File: src/hw/rtl/fbct_pkg.sv
// -----------------------------------------------------------------------------
// fbct_pkg
// Types and constants shared by the batch commit tracker and its checker.
// -----------------------------------------------------------------------------
package fbct_pkg;

    // Request function codes
    typedef enum logic [1:0] {
        FUNC_FIELD    = 2'd0,
        FUNC_POLL     = 2'd1,
        FUNC_FULL_RST = 2'd2,
        FUNC_DISC_RST = 2'd3
    } func_t;

    // Field kinds
    localparam logic [1:0] KIND_TITLE = 2'd0;
    localparam logic [1:0] KIND_BODY  = 2'd1;
    localparam logic [1:0] KIND_TAG   = 2'd2;
    localparam logic [1:0] KIND_OTHER = 2'd3;

    // Resolution codes
    typedef enum logic [1:0] {
        RES_NONE    = 2'd0,
        RES_COMMIT  = 2'd1,
        RES_DISCARD = 2'd2
    } res_code_t;

    localparam logic [31:0] TIMEOUT_RESET = 32'd5000;

    // One poll result
    typedef struct packed {
        logic [1:0]  resolution;
        logic        timed_out;
        logic [7:0]  batch_id;
        logic        elapsed_valid;
        logic [31:0] elapsed_ms;
        logic        has_title;
        logic        has_body;
        logic        has_tag_state;
        logic        tag_in_batch;
    } result_t;

    // Batch tracking state
    typedef struct packed {
        logic        title_present;
        logic        body_present;
        logic        commit_pending;
        logic        batch_poisoned;
        logic [31:0] start_time;
        logic [7:0]  held_batch_id;
        logic        tag_pending;
        logic        tag_rode_batch;
    } batch_state_t;

endpackage

File: src/hw/rtl/field_batch_commit_tracker_core.sv
// -----------------------------------------------------------------------------
// field_batch_commit_tracker_core
// Tracks a batch of received message fields and resolves it on poll.
//
//   channel   direction  handshake              payload
//   in        request    in_valid / in_ready    func, field_kind, last_field,
//                                               dropped, push_id, now_ms
//   out       result     out_valid / out_ready  resolution ... tag_in_batch
//   cfg       write      cfg_valid / cfg_ready  cfg_data (timeout_ms)
//
// A request is registered into the stage and evaluated combinationally
// against the batch state; a poll loads the result register as it leaves.
// One request per cycle is sustained; the stage stalls only when a poll
// meets a full result register that is not being taken.
// Field events and resets produce no result. cfg is always ready.
// Reset clears batch state and loads timeout_ms with 5000.
// -----------------------------------------------------------------------------
module field_batch_commit_tracker_core
(
    input  logic        clk,
    input  logic        rst_n,
    // request channel
    input  logic        in_valid,
    output logic        in_ready,
    input  logic [1:0]  func,
    input  logic [1:0]  field_kind,
    input  logic        last_field,
    input  logic        dropped,
    input  logic [7:0]  push_id,
    input  logic [31:0] now_ms,
    // result channel
    output logic        out_valid,
    input  logic        out_ready,
    output logic [1:0]  resolution,
    output logic        timed_out,
    output logic [7:0]  batch_id,
    output logic        elapsed_valid,
    output logic [31:0] elapsed_ms,
    output logic        has_title,
    output logic        has_body,
    output logic        has_tag_state,
    output logic        tag_in_batch,
    // configuration channel
    input  logic        cfg_valid,
    output logic        cfg_ready,
    input  logic [31:0] cfg_data
);
    import fbct_pkg::*;

    logic         stg_valid_reg;
    logic [1:0]   stg_func_reg;
    logic [1:0]   stg_kind_reg;
    logic         stg_last_reg;
    logic         stg_drop_reg;
    logic [7:0]   stg_id_reg;
    logic [31:0]  stg_now_reg;

    logic [31:0]  timeout_reg;
    batch_state_t st_reg, st_next;
    logic         out_valid_reg;
    result_t      res_reg, res_next;

    logic         out_free;
    logic         stg_go;
    logic         stg_is_poll;

    logic [31:0]  diff;
    logic         batch_open;
    logic         batch_idle;
    logic         is_text;
    logic         tmo_hit;
    logic         go;

    // Handshake chain: result slot, evaluation stage, input
    assign out_free    = !out_valid_reg || out_ready;
    assign stg_is_poll = (stg_func_reg == FUNC_POLL);
    assign stg_go      = stg_valid_reg && (!stg_is_poll || out_free);
    assign in_ready    = !stg_valid_reg || stg_go;
    assign cfg_ready   = 1'b1;

    // Hold the timeout register
    always_ff @(posedge clk or negedge rst_n)
    begin
        if (!rst_n)
        begin
            timeout_reg <= TIMEOUT_RESET;
        end
        else if (cfg_valid && cfg_ready)
        begin
            timeout_reg <= cfg_data;
        end
    end

    // Capture the request into the stage
    always_ff @(posedge clk or negedge rst_n)
    begin
        if (!rst_n)
        begin
            stg_valid_reg <= 1'b0;
        end
        else if (in_ready)
        begin
            stg_valid_reg <= in_valid;
        end
    end

    always_ff @(posedge clk)
    begin
        if (in_valid && in_ready)
        begin
            stg_func_reg <= func;
            stg_kind_reg <= field_kind;
            stg_last_reg <= last_field;
            stg_drop_reg <= dropped;
            stg_id_reg   <= push_id;
            stg_now_reg  <= now_ms;
        end
    end

    // Evaluate the staged request against the batch state
    assign diff       = stg_now_reg - st_reg.start_time;
    assign batch_open = st_reg.title_present || st_reg.body_present
                        || st_reg.batch_poisoned;
    assign batch_idle = !batch_open;
    assign is_text    = (stg_kind_reg == KIND_TITLE) || (stg_kind_reg == KIND_BODY);
    assign tmo_hit    = !st_reg.commit_pending && batch_open
                        && (st_reg.start_time != 32'd0) && (diff > timeout_reg);
    assign go         = st_reg.commit_pending || tmo_hit;

    always_comb
    begin
        st_next  = st_reg;
        res_next = '0;
        case (stg_func_reg)
            FUNC_FIELD:
            begin
                if (stg_last_reg)
                begin
                    st_next.held_batch_id  = stg_id_reg;
                    st_next.commit_pending = 1'b1;
                end
                if (stg_drop_reg)
                begin
                    if (is_text)
                    begin
                        st_next.batch_poisoned = 1'b1;
                    end
                end
                else
                begin
                    case (stg_kind_reg)
                        KIND_TITLE: st_next.title_present = 1'b1;
                        KIND_BODY:  st_next.body_present  = 1'b1;
                        KIND_TAG:
                        begin
                            st_next.tag_pending    = 1'b1;
                            st_next.tag_rode_batch = !batch_idle;
                        end
                        default: ;
                    endcase
                end
                if (batch_idle && is_text)
                begin
                    st_next.start_time = stg_now_reg;
                end
            end
            FUNC_POLL:
            begin
                if (go)
                begin
                    res_next.resolution = st_reg.batch_poisoned ? RES_DISCARD : RES_COMMIT;
                    res_next.timed_out  = tmo_hit;
                    res_next.batch_id   = st_reg.held_batch_id;
                    if (st_reg.start_time != 32'd0)
                    begin
                        res_next.elapsed_valid = 1'b1;
                        res_next.elapsed_ms    = diff;
                    end
                    if (!st_reg.batch_poisoned)
                    begin
                        res_next.has_title = st_reg.title_present;
                        res_next.has_body  = st_reg.body_present;
                    end
                    st_next.title_present  = 1'b0;
                    st_next.body_present   = 1'b0;
                    st_next.commit_pending = 1'b0;
                    st_next.batch_poisoned = 1'b0;
                    st_next.start_time     = '0;
                    st_next.held_batch_id  = '0;
                end
                if (st_reg.tag_pending)
                begin
                    res_next.tag_in_batch  = st_reg.tag_rode_batch;
                    // drop tag state that rode a discarded batch
                    res_next.has_tag_state = !(go && st_reg.batch_poisoned
                                               && st_reg.tag_rode_batch);
                    st_next.tag_pending    = 1'b0;
                    st_next.tag_rode_batch = 1'b0;
                end
            end
            FUNC_FULL_RST:
            begin
                st_next = '0;
            end
            default:
            begin
                st_next.title_present  = 1'b0;
                st_next.body_present   = 1'b0;
                st_next.commit_pending = 1'b0;
                st_next.batch_poisoned = 1'b0;
                st_next.start_time     = '0;
                st_next.held_batch_id  = '0;
                if (st_reg.tag_rode_batch)
                begin
                    st_next.tag_pending    = 1'b0;
                    st_next.tag_rode_batch = 1'b0;
                end
            end
        endcase
    end

    // Advance the batch state
    always_ff @(posedge clk or negedge rst_n)
    begin
        if (!rst_n)
        begin
            st_reg <= '0;
        end
        else if (stg_go)
        begin
            st_reg <= st_next;
        end
    end

    // Load and drain the result register
    always_ff @(posedge clk or negedge rst_n)
    begin
        if (!rst_n)
        begin
            out_valid_reg <= 1'b0;
        end
        else if (stg_go && stg_is_poll)
        begin
            out_valid_reg <= 1'b1;
        end
        else if (out_ready)
        begin
            out_valid_reg <= 1'b0;
        end
    end

    always_ff @(posedge clk)
    begin
        if (stg_go && stg_is_poll)
        begin
            res_reg <= res_next;
        end
    end

    assign out_valid     = out_valid_reg;
    assign resolution    = res_reg.resolution;
    assign timed_out     = res_reg.timed_out;
    assign batch_id      = res_reg.batch_id;
    assign elapsed_valid = res_reg.elapsed_valid;
    assign elapsed_ms    = res_reg.elapsed_ms;
    assign has_title     = res_reg.has_title;
    assign has_body      = res_reg.has_body;
    assign has_tag_state = res_reg.has_tag_state;
    assign tag_in_batch  = res_reg.tag_in_batch;

endmodule

File: config.mk
export PLATFORM = sky130hd
export DESIGN_NAME = field_batch_commit_tracker_core
export DESIGN_NICKNAME = d
export VERILOG_FILES = /design/src/hw/rtl/fbct_pkg.sv /design/src/hw/rtl/field_batch_commit_tracker_core.sv
export SDC_FILE = /design/constraint.sdc
export NUM_CORES = 1
export LEC_CHECK = 0
export ABC_AREA = 1
export ABC_CLOCK_PERIOD_IN_PS = 3350
export BUFFER_PORTS_ARGS = -buffer_cell sky130_fd_sc_hd__buf_2
export CAP_MARGIN = 20
export CORE_AREA = 2 2 159 161
export DETAILED_ROUTE_END_ITERATION = 10
export DIE_AREA = 0 0 161 163
export GPL_TIMING_DRIVEN = 0
export PLACE_DENSITY = 0.7
export SYNTH_ARGS = -nofsm -noshare
export SYNTH_HDL_FRONTEND = slang
export SYNTH_SLANG_ARGS = --single-unit
export TNS_END_PERCENT = 20
File: constraint.sdc
create_clock -name clk -period 3.35 [get_ports clk]
set_input_delay 0.5025 -clock clk [delete_from_list [all_inputs] [get_ports clk]]
set_output_delay 0.5025 -clock clk [all_outputs]
set_load 0.02 [all_outputs]
==> flow_summary.yaml <==
yosys:
  synth.avg_cell_area_um2: 8.603
  ys_top_cells_by_area: "edfxtp_1 (29%), dfrtp_1 (19%), nand2_1 (9.4%), ha_1 (8.2%), inv_1 (7.7%)"
  yosysUniqueCellTypes: 40
  yosysSeqAreaShare_pct: 50.09
  synth-seq-cells: 174
  synthMostInstantiatedCell: "nand2_1"
  netlist_area_mm2: 0.009644
  dominantRegCellSynth: "edfxtp_1"
  synth_top_area_share_pct: 29.27
  syn_inst: 1121
  synth-edff-count: 94
  ys_warn_count: 0
  yosys-top-cells-count: "nand2_1 (241), inv_1 (199), nor2_1 (134)"
  yosysTopAreaCell: "edfxtp_1"
  async_flop_share_pct: 45.98
  syn_nets: 1268
cells_and_area:
  largest_register_ffs: 46
  final_nets: 1467
  multi_input_area_mm2: 0.004591
  drive_above_1_share_pct: 27.23
  antennaDiodeCount: 0
  regArea_mm2: 0.004831
  syn_to_final_growth_pct: 30.11
  fillers: 2340
floorplan:
  die-area_mm2: 0.02624
  initial_utilization_pct: 39.09
  pin_count: 134
  dieWidth_um: 161
  rows: 58
  die_h_um: 163
  core_area_mm2: 0.02467
clock_network:
  path_clk_slew_ns: 0.07
  cts_buffers: 17
  htree_num_levels: 4
  cts_root_buffer: "clkbuf_16"
  cts.sinks: 174
  cts_tree: "built"
  insertion_delay_ns: 0.44
  cts_buffer_depth: 2
power:
  ir_drop_mv: 0.3364
  clkPwrFrac_pct: 28.7
  leakage_nw: 5.948
  p_comb_share_pct: 33.0
  p_sw_share_pct: 34.74
  power.internal_mw: 4.303
  p_total_mw: 6.593
  p_sw_mw: 2.290
  cellPowerDensity_mw_per_mm2: 525.4
  seqPwrFrac_pct: 38.3
setup_path:
  worst_setup_path_end_kind: "register"
  worstPathArrival_ns: 3.93
  critPathLaunchType: "register"
  worstSetupPathType: "register to register"
  required_ns: 3.54
  critPathMaxFanout: 6
drt:
  drtIter0Drc: 553
  viasPerCell: 4.798
  routed_wl_um: 24750
  antenna_left: 0
  drtPass1Iterations: 6
  vias: 7979
  drt-wirelength-per-cell_um: 14.88
  post-route-drc-count: 0
grt:
  grt_pass1_wl_um: 39470
  grt_antenna_before_repair: 0
  grt_usage_pct: 19.28
  overflow: 0
  grt_pass1_vias: 7717
  grt_max_degree: 66
placed_design:
  place_ws_ns: -0.8363
  gp_congestion: 0.8947
  io_buffers: 131
  dp_hpwl_um: 18230
sta:
  rsz0062_at_grt: "true"
  tightest_slew_ns: 0.6476
  slew-limit-headroom_pct: 56.53
  finalMaxSlewViolations: 0
  finalClockSkew_ns: 0.01306
  layout_min_cycle_time_ns: 3.741
  layout_setup_ws_ns: -0.3908
  period_share_pct: 111.7
  max_freq_mhz: 267.3
  hold_viol: 0
  setup_viol: 90
min_path:
  min_path_type: "input port to register"
outcome:
  outcome: "finished with violations"
  violations: "setup timing"
run:
  drv_cap: 0
[final cells by class]
class                   count  share of cell area [%]
plain buffers              33                   1.865
clock buffers              17                   3.390
clock inverters            15                   1.037
inverters                 200                   5.983
multi-input cells         714                   36.58
flip-flops and latches    174                   38.50
well taps                 330                   3.290
repair buffers            180                   9.353
[logic make-up (layout without fill, tap and decap cells)]
group	Yosys count	in the layout	synth area share [%]
buffers and inverters	233	445	9.574
AO/OA/AOI/OAI	139	139	7.888
other	1	1	0.03888
adder cells (fa/ha/maj)	64	64	8.381
flip-flops	174	174	50.09
AND/OR/NAND/NOR	482	482	21.46
multiplexers	1	1	0.1168
XOR/XNOR	27	27	2.452
[placed cells by master (no fill, tap or decap), types with 5 or more instances in the layout]
cell type	instances
xor2_1	13
nor2_4	10
ha_4	18
nand4_1	57
inv_1	193
clkbuf_16	20
inv_2	6
buf_12	5
buf_4	40
clkbuf_1	13
buf_6	6
nand2_4	5
nor2_1	108
ha_1	43
nand2_2	15
nand2_1	224
o21ai_0	53
dfrtp_1	75
nor2_2	18
edfxtp_1	94
o21ai_1	6
dfstp_2	5
nand3_4	5
a21oi_1	42
o21bai_1	5
nand3_2	6
a21oi_2	10
and2_4	7
xor2_2	7
buf_2	135
nand3_1	17
[per-layer routing]
metal	track usage [%]	up-vias	wire length, µm
li1	-	4012	-
met1	26.14	3715	11560
met2	31.72	221	11630
met3	3.030	31	1173
met4	6.412	0	383
met5	0	-	0
[critical path: stages (launching register included)]
cell,delay [ns]
edfxtp_1,0.46
ha_4,0.29
a21oi_1,0.25
o21ai_0,0.16
a21oi_1,0.26
nand2_4,0.11
nand3_2,0.08
nand2_2,0.06
xnor2_2,0.17
inv_1,0.07
ha_1,0.28
nand2_2,0.08
nor2_2,0.05
and2_4,0.16
buf_4,0.13
a21oi_2,0.13
nand2_2,0.07
nand2_4,0.11
nand2_4,0.09
nand3b_4,0.24
clkbuf_16,0.20
nor2_1,0.03
[repair_timing]
action,in CTS,in global routing
cloned,1,3
gates resized for setup,127,43
setup endpoints to repair,91,91
hold endpoints to repair,15,0
setup buffers,26,18
hold buffers,1,0
pin swaps,43,25
[path summary, 6_finish.rpt]
path,startpoint,end,slack (ns),cells past startpoint
worst max register to register,stg_now_reg[7],elapsed_ms[13],-0.39,21
worst min-delay path,now_ms[22],stg_now_reg[22],0.24,1
worst min register to register,st_reg[6],st_reg[6],0.47,2
max in group asynchronous,rst_n,timeout_reg[12],2.21,3
min in group asynchronous,rst_n,st_reg[8],0.48,2
worst max-delay path,stg_now_reg[7],elapsed_ms[13],-0.39,21
[per-stage QoR]
| stage | utilization [%] | TNS, ns | cell area [µm²] | instances | hold WS, ns |
|---|---|---|---|---|---|
| 2_1_floorplan | - | -0.1890 | 9647 | 1121 | 0.2069 |
| 5_1_grt | 50.86 | -41.74 | 12550 | 1663 | 0.2218 |
| 3_3_place_gp | 43.43 | -63.32 | 10720 | 1582 | 0.4536 |
| 3_5_place_dp | 43.71 | -59.64 | 10790 | 1585 | 0.3967 |
| 4_1_cts | 49.48 | -19.40 | 12210 | 1645 | 0.2233 |
| 6_report | 50.86 | -24.81 | 12550 | 1663 | 0.2362 |
[power by group through the flow]
| stage | combinational [mW] | sequential [mW] | clock (mW) |
|---|---|---|---|
| 6_report | 2.17 | 2.53 | 1.89 |
| 5_1_grt | 2.43 | 2.54 | 2.02 |
| 4_1_cts | 2.00 | 2.53 | 1.94 |
| 3_5_place_dp | 1.66 | 2.56 | 0 |
| 3_3_place_gp | 1.61 | 2.56 | 0 |
| 2_1_floorplan | 1.17 | 2.56 | 0 |
Note: power is estimated with default switching activity, not from simulation.
